`src/rtl/assert_macros.svh`:
```
// Concurrent assertion helpers, compiled out for synthesis.
`ifndef ASSERT_MACROS_SVH
`define ASSERT_MACROS_SVH
`ifndef SYNTHESIS
`define ASSERT_IMPLIES(label, clk, rst, ante, cons) \
  label: assert property (@(posedge clk) disable iff (rst) (ante) |-> (cons)) \
    else $error("assertion failure");
`define ASSERT_NEXT(label, clk, rst, ante, cons) \
  label: assert property (@(posedge clk) disable iff (rst) (ante) |=> (cons)) \
    else $error("assertion failure");
`else
`define ASSERT_IMPLIES(label, clk, rst, ante, cons)
`define ASSERT_NEXT(label, clk, rst, ante, cons)
`endif
`endif

```
`src/rtl/mck_pkg.sv`:
```
package mck_pkg;

  localparam int ROUNDS      = 32;
  localparam int ROT         = 11;
  localparam int QUEUE_DEPTH = 2;
  localparam int QPTR_W      = (QUEUE_DEPTH > 1) ? $clog2(QUEUE_DEPTH) : 1;
  localparam int QCNT_W      = $clog2(QUEUE_DEPTH + 1);

  localparam logic [2:0] REG_KEY_12   = 3'd0;
  localparam logic [2:0] REG_KEY_34   = 3'd1;
  localparam logic [2:0] REG_KEY_56   = 3'd2;
  localparam logic [2:0] REG_KEY_78   = 3'd3;
  localparam logic [2:0] REG_INIT_CTR = 3'd4;

  localparam logic [3:0] SBOX [8][16] = '{
    '{4'd12, 4'd4, 4'd6, 4'd2, 4'd10, 4'd5, 4'd11, 4'd9,
      4'd14, 4'd8, 4'd13, 4'd7, 4'd0, 4'd3, 4'd15, 4'd1},
    '{4'd6, 4'd8, 4'd2, 4'd3, 4'd9, 4'd10, 4'd5, 4'd12,
      4'd1, 4'd14, 4'd4, 4'd7, 4'd11, 4'd13, 4'd0, 4'd15},
    '{4'd11, 4'd3, 4'd5, 4'd8, 4'd2, 4'd15, 4'd10, 4'd13,
      4'd14, 4'd1, 4'd7, 4'd4, 4'd12, 4'd9, 4'd6, 4'd0},
    '{4'd12, 4'd8, 4'd2, 4'd1, 4'd13, 4'd4, 4'd15, 4'd6,
      4'd7, 4'd0, 4'd10, 4'd5, 4'd3, 4'd14, 4'd9, 4'd11},
    '{4'd7, 4'd15, 4'd5, 4'd10, 4'd8, 4'd1, 4'd6, 4'd13,
      4'd0, 4'd9, 4'd3, 4'd14, 4'd11, 4'd4, 4'd2, 4'd12},
    '{4'd5, 4'd13, 4'd15, 4'd6, 4'd9, 4'd2, 4'd12, 4'd10,
      4'd11, 4'd7, 4'd8, 4'd1, 4'd4, 4'd3, 4'd14, 4'd0},
    '{4'd8, 4'd14, 4'd2, 4'd5, 4'd6, 4'd9, 4'd1, 4'd12,
      4'd15, 4'd4, 4'd11, 4'd0, 4'd13, 4'd10, 4'd3, 4'd7},
    '{4'd1, 4'd7, 4'd14, 4'd13, 4'd0, 4'd5, 4'd8, 4'd3,
      4'd4, 4'd15, 4'd10, 4'd6, 4'd9, 4'd12, 4'd11, 4'd2}
  };

  // Round keys, index 0 is K1.
  typedef logic [7:0][31:0] key_set_t;

  typedef struct packed {
    logic [63:0] ctr;
    logic [63:0] data;
    logic [3:0]  nbytes;
  } job_t;

  function automatic logic [31:0] magma_g(input logic [31:0] half, input logic [31:0] rk);
    logic [31:0] s;
    logic [31:0] t;
    s = half + rk;
    t = '0;
    for (int n = 0; n < 8; n++) begin
      t[4*n +: 4] = SBOX[n][s[4*n +: 4]];
    end
    return {t[31-ROT:0], t[31:32-ROT]};
  endfunction

  function automatic logic [63:0] byte_mask(input logic [3:0] nbytes);
    logic [63:0] m;
    for (int b = 0; b < 8; b++) begin
      m[63-8*b -: 8] = (4'(b) < nbytes) ? 8'hFF : 8'h00;
    end
    return m;
  endfunction

endpackage

```
`src/rtl/mck_in_if.sv`:
```
interface mck_in_if;
  logic        valid;
  logic        ready;
  logic [63:0] data_block;
  logic [3:0]  valid_bytes;
  logic        restart;

  modport source(output valid, data_block, valid_bytes, restart, input ready);
  modport sink(input valid, data_block, valid_bytes, restart, output ready);
endinterface

```
`src/rtl/mck_front.sv`:
```
module mck_front (
  input  logic          clk,
  input  logic          rst,
  input  logic [63:0]   init_ctr,
  mck_in_if.sink        src,
  output logic          push_valid,
  input  logic          push_ready,
  output mck_pkg::job_t push_job
);

  logic [63:0] counter;
  logic [63:0] cur_ctr;
  logic [3:0]  nb_sat;

  always_comb begin
    cur_ctr = src.restart ? init_ctr : counter;
    priority if (src.valid_bytes == 4'd0) begin
      nb_sat = 4'd1;
    end else if (src.valid_bytes > 4'd8) begin
      nb_sat = 4'd8;
    end else begin
      nb_sat = src.valid_bytes;
    end
  end

  assign src.ready       = push_ready;
  assign push_valid      = src.valid;
  assign push_job.ctr    = cur_ctr;
  assign push_job.data   = src.data_block;
  assign push_job.nbytes = nb_sat;

  // advance the running counter on every transfer
  always_ff @(posedge clk) begin
    if (rst) begin
      counter <= '0;
    end else if (src.valid && push_ready) begin
      counter <= cur_ctr + 64'd1;
    end
  end

endmodule

```
`src/flat_wrapper.sv`:
```
// flat-port wrapper written by rule: the top's interface ports become plain ports
module mck_front_flat 
  (clk, rst, init_ctr, push_valid, push_ready, push_job, src_valid, src_data_block, src_valid_bytes, src_restart, src_ready);
  mck_in_if src_i ();
  input  logic clk;
  input  logic rst;
  input  logic [63:0] init_ctr;
  output logic push_valid;
  input  logic push_ready;
  output mck_pkg::job_t push_job;
  input wire logic [$bits(src_i.valid)-1:0] src_valid;
  input wire logic [$bits(src_i.data_block)-1:0] src_data_block;
  input wire logic [$bits(src_i.valid_bytes)-1:0] src_valid_bytes;
  input wire logic [$bits(src_i.restart)-1:0] src_restart;
  output wire logic [$bits(src_i.ready)-1:0] src_ready;
  assign src_i.valid = src_valid;
  assign src_i.data_block = src_data_block;
  assign src_i.valid_bytes = src_valid_bytes;
  assign src_i.restart = src_restart;
  assign src_ready = src_i.ready;
  mck_front u_core (.clk(clk), .rst(rst), .init_ctr(init_ctr), .src(src_i), .push_valid(push_valid), .push_ready(push_ready), .push_job(push_job));
endmodule
```
`config.mk`:
```
export PLATFORM = sky130hd
export DESIGN_NAME = mck_front_flat
export DESIGN_NICKNAME = d
export VERILOG_FILES = /design/src/rtl/assert_macros.svh /design/src/rtl/mck_pkg.sv /design/src/rtl/mck_in_if.sv /design/src/rtl/mck_front.sv /design/src/flat_wrapper.sv
export SDC_FILE = /design/constraint.sdc
export NUM_CORES = 1
export LEC_CHECK = 0
export ABC_AREA = 1
export CAP_MARGIN = 20
export CORE_MARGIN = 10
export CORE_UTILIZATION = 60
export DETAILED_ROUTE_END_ITERATION = 6
export DONT_BUFFER_PORTS = 1
export PLACE_DENSITY = 0.85
export SLEW_MARGIN = 0
export SYNTH_ARGS = -nofsm -noshare
export SYNTH_HDL_FRONTEND = slang
export SYNTH_SLANG_ARGS = --single-unit
export TNS_END_PERCENT = 50
```
`constraint.sdc`:
```
create_clock -name clk -period 1.7 [get_ports clk]
set_input_delay 0.17 -clock clk [delete_from_list [all_inputs] [get_ports clk]]
set_output_delay 0.17 -clock clk [all_outputs]
set_load 0.01 [all_outputs]
```
# --- Word level (Yosys, flattened, before mapping) ---
# Index checks and enable logic that the tools add are counted.
totals:
  romBits: 0
  memories: 0
  out_inout_bits: 134
  input_bits: 137
  latchBits: 0
  mem_bits_rw: 0
  regBits: 64
  word_cells: 8
classes:
  multipliers: 0
  n_bitwise: 0
  n_reduce_logical: 2
  shifts: 0
  n_div: 0
  order_cmp: 1
  n_mux: 3
  eq_ne: 0
  addsub: 1
ops:
  columns: ["op", "n"]
  rows:
  - ["adder 64 x 1 -> 64 bit, second input constant", 1]
  - ["two-way mux 64 bit", 1]
  - ["two-way mux 4 bit", 2]
  - ["> comparator 4 bit, second input constant", 1]
  - ["zero test 4 bit", 1]
  - ["logical AND 1 bit", 1]

# --- Logic depth before layout (Yosys ltp) ---
depth:
  depth_word: 3
  mapped_depth: 16
  depth_no_buf: 14

# --- Least setup slack after synthesis ---
# Ideal clock, no wire load.
synth_path:
  path_type: "in2reg"
  startpoint: "input port src_restart"
  endpoint: "register u_core.counter[50]"
  setup_time_ns: 0.109
  t_arrival_ns: 1.791
  stages: 15
  path_slack_ns: -0.200
  n_path_buf: 2
  required_ns: 1.591
  cell_sequence: "buf_6 > inv_4 > buf_6 > nand2_1 > nand2_1 > ha_1 > nand2_1 > nor2_1 > nand3_1 > nor2_1 > nand3_1 > nand2_1 > nand3_1 > nand2_1 > inv_1"
synth_rtl:
  columns: ["item", "line_no", "source"]
  rows:
  - ["from (decl)", "flat_wrapper.sv:14", "input wire logic [$bits(src_i.restart)-1:0] src_restart;"]
  - ["to (signal assigned)", "mck_front.sv:37", "counter <= cur_ctr + 64'd1;"]
  - ["to (decl)", "mck_front.sv:11", "logic [63:0] counter;"]

# --- Worst setup path after layout ---
layout_path:
  startpoint: "register u_core.counter[7]"
  endpoint: "register u_core.counter[30]"
layout_via:
  elab_chain_len: 2
layout_rtl:
  columns: ["item", "line_no", "source"]
  rows:
  - ["two-way mux 64 bit", "mck_front.sv:16", "cur_ctr = src.restart ? init_ctr : counter;"]
  - ["adder 64 x 1 -> 64 bit", "mck_front.sv:37", null]
# Every way passes these cells.
# A chain may end at the register's enable or synchronous reset.

==> summary.txt <==
Final layout
  – Nets@finish: 1611
  – Proportion of layout cells with a drive suffix above 1: 0.381
  – Max reg flops: 64
  – Synth-to-layout area growth: 37.7%
  – Diodes inserted: 0
  – Final core utilization: 0.848
  – Reg with most FFs: u_core.counter
  – Top Registers: u_core.counter x64

Floorplan
  – Initial Util: 0.616
  – Core Region: 11500 µm²
  – Die Width: 128 µm
  – Die Area: 16500 µm²
  – FP Rows: 39
  – Die span in y: 128 µm
  – Ports: 271

Pwr
  – Seq pwr share: 0.297
  – Logic pwr share: 0.349
  – Total power: 5.58 mW
  – P_sw: 2.01 mW
  – Internal power: 3.57 mW
  – PwrDens: 573 nW/µm²
  – Clock group share of total power: 0.353
  – Switching share of power: 0.360
  – Leak: 4.71 nW
  – Worst vdd ir: 807 µV

Clocking
  – Clock Path Buffers: 2
  – H-Tree Depth: 3
  – CTS Buf Count: 9
  – # clock sinks: 64
  – Reg clk slew, reported paths: 0.06 ns
  – Worst skew pair latency: 0.36 ns
  – Root Driver: clkbuf_16
  – CTS tree: built

STA
  – Final min period: 2.04 ns
  – Worst slew pin tran: 0.544 ns
  – Final period utilization: 1.20
  – Final Max Tran Viols: 0
  – Fin Clk Skew: 0.0119 ns
  – Worst hold margin: 0.0123 ns
  – RSZ-0062 raised after global routing: yes
  – Finish-stage setup viols: 53
  – Final worst setup slack: -0.336 ns
  – Rel. slew slack: 0.637
  – Fmax: 0.491 GHz
  – Hold Fails Final Rpt: 0

Yosys
  – Syn. warnings: 0
  – Fraction of registers with async set/reset: 0
  – Sequential share of the synthesized area: 0.181
  – Distinct cells, synth: 28
  – Synth Area per Inst: 5.24 µm²
  – Post-synth EDFFs: 0
  – Mapped Nets: 1485
  – Ys flop type: dfxtp_1
  – Largest cells by area after synthesis: nand2_1, dfxtp_1, inv_1, nor2_1, buf_4
  – Yosys top cell area share: 0.268
  – Top-count cell post-synth: nand2_1
  – Flops & latches, synth: 64
  – Mapped Cells: 1347
  – Synth cell count leaders: nand2_1, inv_1, nor2_1
  – Synth area leader: nand2_1
  – Post-synthesis cell area: 7060 µm²

Critical path
  – Crit end category: flop
  – CP max stage cell: dfxtp_2
  – CP most frequent cell: nand2_1
  – R2R cell count: 11
  – Crit path DAT: 2.33 ns
  – Setup CP Type: flop to flop
  – FF-to-FF setup slack: -0.34 ns
  – Worst setup path end: u_core.counter[30]$_SDFFE_PP0P_
  – Crit-path cells: nand2_1 -> nand2_2 -> nand2_1 -> nor2_1 -> nand3_2 -> nor2_2 -> buf_4 -> nor2_1 -> o21ai_1 -> nand2_1 -> inv_1
  – Required time worst endpoint: 2.00 ns
  – Crit path max fanout: 5
  – Worst r2r src: u_core.counter[7]$_SDFFE_PP0P_
  – Reg2Reg Capture Point: u_core.counter[30]$_SDFFE_PP0P_
  – Worst setup SP type: flop
  – Worst setup startpoint: u_core.counter[7]$_SDFFE_PP0P_
  – Max stage delay on crit path: 0.36 ns

Placed design
  – # port buffers: 0
  – Hpwl dp: 20200 µm
  – GP Congestion: 1.10

Global routing
  – Total GRT Usage: 0.312
  – Vias in the first global route: 8048
  – GRT overflow: 0
  – Largest net degree at the start of global routing: 126
  – Initial antenna violation count: 0
  – First-pass GRT wire length: 41400 µm

Routing
  – Routed vias: 9542
  – Routed wire length: 31100 µm
  – Iteration-0 DRC Markers: 1469
  – Vias/cell: 5.89
  – DRC violation count after routing: 1
  – Pre-antenna DRT Iters: 7
  – Wirelength per Cell: 19.2 µm
  – Final ANT Viol Nets: 0

Run
  – Total of max-cap violations: 0

Hold path
  – HP Class: input port to flop

Outcome
  – Status: finished, violations left
  – Failing checks: DRC, setup timing
[per-layer routing]
layer	GRT usage	routed length, µm
met1	0.389	11000
met2	0.502	13900
met3	0.0752	4080
met4	0.134	2040
met5	0	0
[per-stage QoR]
stage / instance area [µm²] / setup slack (ns) / TNS, ns / std cells
6_report: 9720 / -0.336 / -5.30 / 1621
4_1_cts: 8720 / -0.0264 / -0.173 / 1607
5_1_grt: 9720 / -0.406 / -8.39 / 1621
3_5_place_dp: 8160 / -0.299 / -8.23 / 1585
3_3_place_gp: 8160 / -0.304 / -6.85 / 1585
2_1_floorplan: 7170 / 0.00564 / 0 / 1347
[power by group through the flow]
stage | Clock (mW) | Combinational, mW | Sequential (mW)
2_1_floorplan | 0 | 1.14 | 1.66
3_3_place_gp | 0 | 1.50 | 1.67
3_5_place_dp | 0 | 1.53 | 1.67
4_1_cts | 1.93 | 1.61 | 1.64
5_1_grt | 2.00 | 2.08 | 1.66
6_report | 1.97 | 1.95 | 1.66
[critical path: cells and delay by family (launching register included)]
kind,cells,cell delay (ns)
AOI/OAI and AO/OA,1,0.21
and+or+nand+nor,8,1.15
DFF,1,0.36
buffers and inverters,2,0.26
[cell type report]
type                    instances  area, µm²
well taps                     143        179
clock inverters                 3       40.0
multi-input cells             964       5340
repair buffers                224       1810
clock buffers                  13        260
flip-flops and latches         64       1300
inverters                     210        798
fillers                       728       1740
[what timing repair did]
item	4_1_cts	5_1_grt
pin swaps	13	83
endpoints found under the setup margin	45	54
gates resized for setup	65	283
buffers inserted	4	15
endpoints found under the hold margin	42	0
hold buffers	2	0
[cells by family (layout without fill, tap and decap cells)]
logic type / after synthesis / after routing / share of synthesized area
fa+ha+maj: 1 / 1 / 0.00177
xor+xnor: 18 / 18 / 0.0223
flops: 64 / 64 / 0.181
compound gates: 131 / 131 / 0.103
buf+inv: 319 / 450 / 0.223
simple gates: 814 / 814 / 0.468
[how the worst min path moves through the flow]
stage,start,end,cells past startpoint
6_report,rst,u_core.counter[15]$_SDFFE_PP0P_,3
5_1_grt,rst,u_core.counter[15]$_SDFFE_PP0P_,3
4_1_cts,rst,u_core.counter[21]$_SDFFE_PP0P_,3
3_5_place_dp,rst,u_core.counter[25]$_SDFFE_PP0P_,3
3_3_place_gp,rst,u_core.counter[26]$_SDFFE_PP0P_,3
2_1_floorplan,src_valid_bytes[3],push_job[0],1
[cells in the final DEF, fill, tap and decap left out, types with 5 or more instances in the layout]
master     synthesis  final
nand2_1          504    396
buf_4             71    204
inv_1            207    191
nand2_2            9     95
nor2_1           191     88
nor2_2            24     68
nor2_4             5     64
a21oi_1           59     59
nand3_1           68     58
dfxtp_1           64     49
o21ai_0           34     30
nand2_4            1     23
o21ai_2           19     18
xor2_1            18     16
inv_2              2     15
dfxtp_2            0     15
o21ai_1           16     14
buf_6             12     13
clkbuf_16          0      9
nand4_1            7      7
nand3_2            2      7
o21ai_4            0      7
buf_12             0      6
nand3_4            0      5
(Power assumes the default switching activity.)
