**config.mk**
```make
export PLATFORM = sky130hd
export DESIGN_NAME = mck_queue
export DESIGN_NICKNAME = d
export VERILOG_FILES = /design/src/rtl/assert_macros.svh /design/src/rtl/mck_pkg.sv /design/src/rtl/mck_queue.sv
export SDC_FILE = /design/constraint.sdc
export NUM_CORES = 1
export LEC_CHECK = 0
export ABC_AREA = 0
export BUFFER_PORTS_ARGS = -buffer_cell sky130_fd_sc_hd__buf_2
export CAP_MARGIN = 15
export CORE_UTILIZATION = 25
export CTS_BUF_LIST = sky130_fd_sc_hd__clkbuf_4
export CTS_CLUSTER_DIAMETER = 60
export DETAILED_ROUTE_END_ITERATION = 10
export GPL_TIMING_DRIVEN = 0
export SLEW_MARGIN = 20
export SYNTH_ARGS = -nofsm -noshare
export SYNTH_HDL_FRONTEND = slang
export SYNTH_SLANG_ARGS = --single-unit
```
**constraint.sdc**
```tcl
create_clock -name clk -period 5 [get_ports clk]
set_input_delay 0.25 -clock clk [delete_from_list [all_inputs] [get_ports clk]]
set_output_delay 0.25 -clock clk [all_outputs]
set_load 0.02 [all_outputs]
```
**src/rtl/assert_macros.svh**
```systemverilog
// Concurrent assertion helpers, compiled out for synthesis.
`ifndef ASSERT_MACROS_SVH
`define ASSERT_MACROS_SVH
`ifndef SYNTHESIS
`define ASSERT_IMPLIES(label, clk, rst, ante, cons) \
  label: assert property (@(posedge clk) disable iff (rst) (ante) |-> (cons)) \
    else $error("assertion failure");
`define ASSERT_NEXT(label, clk, rst, ante, cons) \
  label: assert property (@(posedge clk) disable iff (rst) (ante) |=> (cons)) \
    else $error("assertion failure");
`else
`define ASSERT_IMPLIES(label, clk, rst, ante, cons)
`define ASSERT_NEXT(label, clk, rst, ante, cons)
`endif
`endif

```
**src/rtl/mck_pkg.sv**
```systemverilog
package mck_pkg;

  localparam int ROUNDS      = 32;
  localparam int ROT         = 11;
  localparam int QUEUE_DEPTH = 2;
  localparam int QPTR_W      = (QUEUE_DEPTH > 1) ? $clog2(QUEUE_DEPTH) : 1;
  localparam int QCNT_W      = $clog2(QUEUE_DEPTH + 1);

  localparam logic [2:0] REG_KEY_12   = 3'd0;
  localparam logic [2:0] REG_KEY_34   = 3'd1;
  localparam logic [2:0] REG_KEY_56   = 3'd2;
  localparam logic [2:0] REG_KEY_78   = 3'd3;
  localparam logic [2:0] REG_INIT_CTR = 3'd4;

  localparam logic [3:0] SBOX [8][16] = '{
    '{4'd12, 4'd4, 4'd6, 4'd2, 4'd10, 4'd5, 4'd11, 4'd9,
      4'd14, 4'd8, 4'd13, 4'd7, 4'd0, 4'd3, 4'd15, 4'd1},
    '{4'd6, 4'd8, 4'd2, 4'd3, 4'd9, 4'd10, 4'd5, 4'd12,
      4'd1, 4'd14, 4'd4, 4'd7, 4'd11, 4'd13, 4'd0, 4'd15},
    '{4'd11, 4'd3, 4'd5, 4'd8, 4'd2, 4'd15, 4'd10, 4'd13,
      4'd14, 4'd1, 4'd7, 4'd4, 4'd12, 4'd9, 4'd6, 4'd0},
    '{4'd12, 4'd8, 4'd2, 4'd1, 4'd13, 4'd4, 4'd15, 4'd6,
      4'd7, 4'd0, 4'd10, 4'd5, 4'd3, 4'd14, 4'd9, 4'd11},
    '{4'd7, 4'd15, 4'd5, 4'd10, 4'd8, 4'd1, 4'd6, 4'd13,
      4'd0, 4'd9, 4'd3, 4'd14, 4'd11, 4'd4, 4'd2, 4'd12},
    '{4'd5, 4'd13, 4'd15, 4'd6, 4'd9, 4'd2, 4'd12, 4'd10,
      4'd11, 4'd7, 4'd8, 4'd1, 4'd4, 4'd3, 4'd14, 4'd0},
    '{4'd8, 4'd14, 4'd2, 4'd5, 4'd6, 4'd9, 4'd1, 4'd12,
      4'd15, 4'd4, 4'd11, 4'd0, 4'd13, 4'd10, 4'd3, 4'd7},
    '{4'd1, 4'd7, 4'd14, 4'd13, 4'd0, 4'd5, 4'd8, 4'd3,
      4'd4, 4'd15, 4'd10, 4'd6, 4'd9, 4'd12, 4'd11, 4'd2}
  };

  // Round keys, index 0 is K1.
  typedef logic [7:0][31:0] key_set_t;

  typedef struct packed {
    logic [63:0] ctr;
    logic [63:0] data;
    logic [3:0]  nbytes;
  } job_t;

  function automatic logic [31:0] magma_g(input logic [31:0] half, input logic [31:0] rk);
    logic [31:0] s;
    logic [31:0] t;
    s = half + rk;
    t = '0;
    for (int n = 0; n < 8; n++) begin
      t[4*n +: 4] = SBOX[n][s[4*n +: 4]];
    end
    return {t[31-ROT:0], t[31:32-ROT]};
  endfunction

  function automatic logic [63:0] byte_mask(input logic [3:0] nbytes);
    logic [63:0] m;
    for (int b = 0; b < 8; b++) begin
      m[63-8*b -: 8] = (4'(b) < nbytes) ? 8'hFF : 8'h00;
    end
    return m;
  endfunction

endpackage

```
**src/rtl/mck_queue.sv**
```systemverilog
module mck_queue (
  input  logic          clk,
  input  logic          rst,
  input  logic          push_valid,
  output logic          push_ready,
  input  mck_pkg::job_t push_job,
  output logic          pop_valid,
  input  logic          pop_ready,
  output mck_pkg::job_t pop_job
);

  mck_pkg::job_t               mem [mck_pkg::QUEUE_DEPTH];
  logic [mck_pkg::QPTR_W-1:0]  wr_ptr;
  logic [mck_pkg::QPTR_W-1:0]  rd_ptr;
  logic [mck_pkg::QCNT_W-1:0]  count;
  logic                        push;
  logic                        pop;

  assign push_ready = (count != mck_pkg::QCNT_W'(mck_pkg::QUEUE_DEPTH));
  assign pop_valid  = (count != '0);
  assign push       = push_valid && push_ready;
  assign pop        = pop_valid && pop_ready;
  assign pop_job    = mem[rd_ptr];

  always_ff @(posedge clk) begin
    if (push) begin
      mem[wr_ptr] <= push_job;
    end
  end

  always_ff @(posedge clk) begin
    if (rst) begin
      wr_ptr <= '0;
      rd_ptr <= '0;
      count  <= '0;
    end else begin
      if (push) begin
        wr_ptr <= (wr_ptr == mck_pkg::QPTR_W'(mck_pkg::QUEUE_DEPTH - 1)) ? '0 : wr_ptr + 1'b1;
      end
      if (pop) begin
        rd_ptr <= (rd_ptr == mck_pkg::QPTR_W'(mck_pkg::QUEUE_DEPTH - 1)) ? '0 : rd_ptr + 1'b1;
      end
      unique case ({push, pop})
        2'b10:   count <= count + 1'b1;
        2'b01:   count <= count - 1'b1;
        default: count <= count;
      endcase
    end
  end

endmodule

```
Yosys cells after proc, flatten, opt, wreduce, memory -nomap -nowiden:

Memory sizes are Yosys's and may differ from the RTL's. A register that Yosys moved wholly into a read port is not among the register bits.
Index checks and enable logic that the tools add are counted.

* $add $sub $neg: 4
* equal/unequal tests: 3
* mux-type cells: 7
* reduce and logical (&&, ||, !) cells: 4

Operator list (count)
* $mux W1: 6
* $pmux W2 S2: 1
* $reduce_bool A2 Y1: 2
* $add A1 B1 Y1 const B: 2
* $add A2 B1 Y2 const B: 1
* $eq A2 B1 Y1 const B: 1
* $eq A2 B2 Y1 const B: 1
* $logic_and A1 B1 Y1: 2
* $ne A2 B2 Y1 const B: 1
* $sub A2 B1 Y2 const B: 1

* flip-flop bits (word level): 4
* bits in writable memories: 264
* bits of input ports: 136
* output and inout bits: 134
* word-level logic and storage cells: 22
* memories kept: 1

Memory list
* mem: depth 2, bits a word 132, rd ports 1, clocked after memory_dff 1, write ports 1, line mck_queue.sv:12 `mck_pkg::job_t mem [mck_pkg::QUEUE_DEPTH];`

Logic depth before layout (Yosys ltp):

Gate-level depths: netlist of run 1.

* depth in word-level cells: 4
* depth in mapped cells: 6
* depth with buffers taken out: 6

Worst setup path after synthesis of run 1:

Ideal clock, no wire load.

* path kind: register to register
* from: register count[0] (netlist name)
* to: memory mem[1][0] (netlist name), enable pin
* library setup time: 508 ps
* data arrival time: 3826 ps
* data required time: 4492 ps
* path slack: 666 ps
* cell stages (with the launch flop): 3
* buffers on the path: 0
* period minus slack after synthesis: 4334 ps
* cell sequence: dfxtp_1 > nand2b_1 > and3_1

* cells in the longest elaborated chain, start to end: 4

Ends and longest elaborated chain
* from (decl): line mck_queue.sv:15 `logic [mck_pkg::QCNT_W-1:0] count;`
* from (signal assigned): line mck_queue.sv:44 `2'b10: count <= count + 1'b1;`
* from (signal assigned): line mck_queue.sv:45 `2'b01: count <= count - 1'b1;`
* from (signal assigned): line mck_queue.sv:46 `default: count <= count;`
* $ne A2 B2 Y1: line mck_queue.sv:19 `assign push_ready = (count != mck_pkg::QCNT_W'(mck_pkg::QUEUE_DEPTH));`
* via push_ready: line mck_queue.sv:5 `output logic push_ready,`
* $logic_and A1 B1 Y1: line mck_queue.sv:21 `assign push = push_valid && push_ready;`
* $mux W1: line mck_queue.sv:26 `if (push) begin`
* $mux W1 (not written as such): line mck_queue.sv:27 `mem[wr_ptr] <= push_job;`
* to (decl): line mck_queue.sv:12

The timed path passes the listed nets, and every way through them passes these cells.

==> flow_metrics.tcl, run 1 <==
set metrics [dict create \
    slowest_delay_ns 0.36 \
    drv_slew 0 \
    overflow 0 \
    nFillCells 3721 \
    grt_pass1_vias 6165 \
    cp-start-kind "flop" \
    p_comb_share_pct 30.3 \
    synth_cell_types 20 \
    vdd_drop_max_v 0.000257 \
    rr_startpoint "count[0]" \
    drcViolationCount 0 \
    holdWs_ns 0.139 \
    worstPathRequired_ns 4.75 \
    grt_pass1_wl_um 31500 \
    path_delay_family "buffers and inverters" \
    wirelength_um 21700 \
    synth_top_area_share_pct 81.2 \
    drtIter0Drc 161 \
    seq_power_share_pct 42.5 \
    drv_cap 0 \
    crit_fanout 10 \
    period_minus_slack_ns 2.40 \
    endpoint_kind "primary output" \
    synth_nets 572 \
    synth_cells 435 \
    swShare_pct 31.2 \
    reg2reg_to "mem[0][66]" \
    wl_per_cell_um 14.6 \
    hpwl_um 13300 \
    design.die.area_um2 39900 \
    r2r_cells 4 \
    final_layout_size_suffix_gt1_share_pct 55.6 \
    die_w_um 200 \
    fmax_mhz 418 \
    gp_congestion 0.679 \
    clock_sinks 269 \
    detailed_place.area_um2 11900 \
    synth_ff_type "edfxtp_1" \
    fin_crit_sh_pct 47.9 \
    htreeDepth 3 \
    ant_nets 0 \
    postCtsHoldBufs 135 \
    synth_top_area_cell "edfxtp_1" \
    clk_latency_ns 0.68 \
    synth_common_cells "264 x edfxtp_1, 132 x mux2_2, 9 x buf_6" \
    post_cts_resized 0 \
    core_um2 38600 \
    track_usage_pct 10.6 \
    root_buffer "clkbuf_4" \
    hold_viol 0 \
    netSwitchingPower_uw 2140 \
    power_density_nw_per_um2 485 \
    holdPathStages 5 \
    cts_buffers 75 \
    critPathKind "reg2out" \
    internal_power_uw 4710 \
    yosys-top-cells-area "edfxtp_1 81%, mux2_2 15%, buf_6 1.0%" \
    avgViaCountPerCell 3.95 \
    clk_pin_slew_ns 0.06 \
    ys_ff_latch 269 \
    crit_chain "buf_2 -> buf_6 -> buf_6 -> mux2_2 -> buf_2" \
    p_clk_share_pct 27.2 \
    synthArstFlopShare_pct 0 \
    rows 72 \
    start_util_pct 25.3 \
    min_to "count[0]" \
    routed-via-count 5866 \
    hold_start "push_valid" \
    synth_seq_area_share_pct 82.2 \
    yosysMostFrequentCell "edfxtp_1" \
    cts_buffer_depth 3 \
    first_pass_iters 4 \
    tightest_slew_ns 0.548 \
    nets 1057 \
    regToRegSetupSlack_ns 2.88 \
    worst-path-buf-inv 4 \
    avgSynthCellArea_um2 22.5 \
    synth_edf_count 264 \
    status "finished clean" \
    crit_path_top_delay_cell "mux2_2" \
    tns_ns 0 \
    postCtsSetupBuffers 0 \
    relSlewSlack_pct 63.5 \
    yosys_warnings 0 \
    grt_max_degree 69 \
    num_io_pins 270 \
    hold_class "in2reg" \
    setup-violations-final 0 \
    post-route-cell-area_um2 14100 \
    die_h_um 200 \
    cts_tree "yes" \
    arrival_ns 2.15 \
    finClkSkew_ns 0.0328 \
    area_delta_synth_final_pct 44.4 \
    syn-cell-area_um2 9770 \
    p_leak_uw 0.00533 \
    rsz0062_at_grt "false" \
    antenna_found_initial 2 \
    io_buffers 269 \
]
registers in the layout, indices dropped and copies added (netlist names), named ones only:
signal,count
count,2
mem,264
rd_ptr,1
wr_ptr,1
per-stage QoR:
step                worst slack, ns  power (µW)  instances  util [%]
CTS                            2.43        7010       1485      36.6
detailed placement             2.89        4980       1226      30.8
finish                         2.60        6850       1486      36.6
global route                   2.39        7250       1486      36.6
global placement              -1.33        5010       1222      30.5
floorplan                     0.666        4310        435         -
power by group through the flow:
stage	Combinational (µW)	Sequential (µW)	Clock, µW
after floorplan	1340	2980	0
after global placement	1990	3020	0
after detailed placement	2030	2960	0
after CTS	2120	2910	1970
after global routing	2240	2940	2070
final	2080	2910	1860
placed cells by master (no fill, tap or decap), types with 2 or more instances in the layout:
master,Yosys,routed
buf_6,9,9
clkinv_2,0,2
buf_16,0,2
clkinv_1,0,10
xnor2_1,2,2
a21oi_1,2,2
dlygate4sd3_1,0,135
nor2_1,3,3
buf_12,0,2
clkbuf_4,0,111
buf_2,6,275
dfxtp_1,5,5
edfxtp_1,264,264
mux2_2,132,132
kinds of logic after synthesis:
group | synth area share, %
flops | 82.2
xor+xnor | 0.269
mux | 15.2
compound gates | 0.333
simple gates | 0.487
fa+ha+maj | 0.128
buf+inv | 1.38
cell type report:
| cell class | count | area (µm²) | area share (%) |
|---|---|---|---|
| antenna | 1 | 2.50 | 0.0177 |
| buffer | 15 | 131 | 0.931 |
| clock buffer | 111 | 833 | 5.91 |
| clock inverter | 13 | 51.3 | 0.364 |
| inverter | 1 | 11.3 | 0.0798 |
| multi-input combinational | 150 | 1610 | 11.4 |
| sequential | 269 | 8030 | 56.9 |
| tap | 518 | 648 | 4.59 |
| timing repair buffer | 408 | 2790 | 19.8 |
per-layer routing:
metal / GRT usage (%) / wire length [µm]
met1: 10.9 / 8270
met2: 17.5 / 10600
met3: 5.54 / 2260
met4: 5.85 / 477
met5: 0 / 17
worst min-delay path: stages:
cell,delay (ns)
buf_2,0.12
nand2_1,0.06
ha_1,0.18
xor2_1,0.08
nor2_1,0.09
worst max-delay path by stage:
| stage | startpoint | end | slack [ns] | depth (start not counted) |
|---|---|---|---|---|
| 2_1_floorplan | count[0] | mem[1][0] | 0.67 | 2 |
| 6_report | flop | pop_job[40] | 2.60 | 5 |
| 5_1_grt | flop | pop_job[43] | 2.39 | 5 |
| 3_5_place_dp | count[0] | mem[0][39] | 2.89 | 4 |
| 3_3_place_gp | count[0] | mem[1][106] | -1.33 | 2 |
| 4_1_cts | flop | pop_job[37] | 2.43 | 5 |
(Power assumes the default switching activity.)
==> run 2, diff against run 1 <==
==> constraint.sdc (replaced) <==
create_clock -name clk -period 2.31 [get_ports clk]
set_input_delay 0.1155 -clock clk [delete_from_list [all_inputs] [get_ports clk]]
set_output_delay 0.1155 -clock clk [all_outputs]
set_load 0.02 [all_outputs]
==> flow_metrics.tcl, run 2 (synthesis gave the netlist of run 1 again) <==
set metrics [dict create \
    status "finished clean" \
    root_buffer "clkbuf_4" \
    avgViaCountPerCell 3.96 \
    arrival_ns 2.04 \
    place_inst 1230 \
    final_common_cell "buf_2" \
    drtIter0Drc 147 \
    fin_crit_sh_pct 93.3 \
    cp-start-kind "flop" \
    io_buffers 269 \
    top_register "mem" \
    hpwl_um 14000 \
    fmax_mhz 464 \
    period_minus_slack_ns 2.16 \
    critPathKind "reg2out" \
    clk_pin_slew_ns 0.06 \
    layout_common_cells "270 x buf_2, 264 x edfxtp_1, 152 x dlygate4sd3_1" \
    endpoint_kind "primary output" \
    p_leak_uw 0.00550 \
    crit_path_top_delay_cell "mux2_2" \
    core_um2 38600 \
    wirelength_um 22500 \
    rsz0062_at_grt "true" \
    antenna_found_initial 5 \
    hold_class "in2reg" \
    power_density_nw_per_um2 1050 \
    drv_slew 0 \
    rows 72 \
    drv_cap 0 \
    grt_pass1_vias 6448 \
    worst-path-buf-inv 3 \
    dp_slack_ns 0.276 \
    clk_latency_ns 0.70 \
    gp_congestion 0.658 \
    start_util_pct 25.3 \
    drcViolationCount 0 \
    routed-via-count 5994 \
    htreeDepth 3 \
    cts_buffers 77 \
    nFillCells 3673 \
    holdWs_ns 0.135 \
    cts_tree "yes" \
    grt_pass1_wl_um 32900 \
    worstPathRequired_ns 2.19 \
    setup-violations-final 0 \
    wl_per_cell_um 14.8 \
    area_delta_synth_final_pct 48.3 \
    final_util_pct 37.6 \
    multi_input_area_um2 1620 \
    hold_viol 0 \
    first_pass_iters 4 \
    reg_top3 "mem: 264 flops, count: 2 flops" \
    nets 1082 \
    cts_buffer_depth 3 \
    num_io_pins 270 \
    tns_ns 0 \
    path_delay_family "buffers and inverters" \
    fin_cells 1515 \
    die_h_um 200 \
    grt_max_degree 40 \
    clock_sinks 269 \
    largest_register_ff_count 264 \
    postLayoutSetupSlackWorst_ns 0.154 \
    overflow 0 \
    track_usage_pct 11.1 \
    regArea_um2 8030 \
    die_w_um 200 \
    relSlewSlack_pct 64.3 \
    crit_fanout 10 \
    final_layout_size_suffix_gt1_share_pct 55.9 \
    ant_nets 0 \
    design.die.area_um2 39900 \
    slowest_delay_ns 0.43 \
    finClkSkew_ns 0.0334 \
    vdd_drop_max_v 0.000601 \
    tightest_slew_ns 0.535 \
    crit_chain "buf_6 -> buf_4 -> mux2_2 -> buf_2" \
]
## run 2: worst paths after layout
path	from	end	slack [ns]	cells after the start
setup / recovery	flop	pop_job[9]	0.15	4
hold / removal	push_job[104]	mem[0][104]	0.14	2
setup reg to reg	count[0]	mem[1][37]	0.29	4
hold reg to reg	rd_ptr	flop	0.54	2
## run 2: repair_timing
item	CTS	global route
hold endpoints to repair	291	0
gates cloned	1	0
gates resized for setup	7	6
hold buffers	152	0
setup endpoints to repair	89	16
pin swaps	0	0
buffers inserted	1	0
## run 2: area by class of cell
| type | instances | area share, % |
|---|---|---|
| buffer | 15 | 1.18 |
| antenna | 4 | 0.0691 |
| clock buffer | 112 | 5.80 |
| inverter | 1 | 0.0518 |
| timing repair buffer | 431 | 21.2 |
| sequential | 269 | 55.4 |
| clock inverter | 15 | 0.631 |
| multi-input combinational | 150 | 11.2 |
| tap | 518 | 4.47 |
## run 2: report_power, final
| part | internal [µW] | switching [µW] | total [µW] |
|---|---|---|---|
| clock | 2310 | 1910 | 4220 |
| combinational | 2070 | 2690 | 4760 |
| sequential | 6150 | 145 | 6300 |
## run 2: through the flow
| step | instance area (µm²) | total power (µW) |
|---|---|---|
| after floorplan | 9780 | 9310 |
| after global placement | 11800 | 10800 |
| after detailed placement | 11900 | 10900 |
| after CTS | 14500 | 15600 |
| after global routing | 14500 | 16100 |
| final | 14500 | 15300 |
## run 2: layer usage
metal  vias up  global-route usage, %  routed length (µm)
li1       2811                      -                   -
met1      2891                   11.1                8430
met2       241                   18.8               11200
met3        47                   5.43                2230
met4         4                   5.91                 539
met5         -                      0                  22
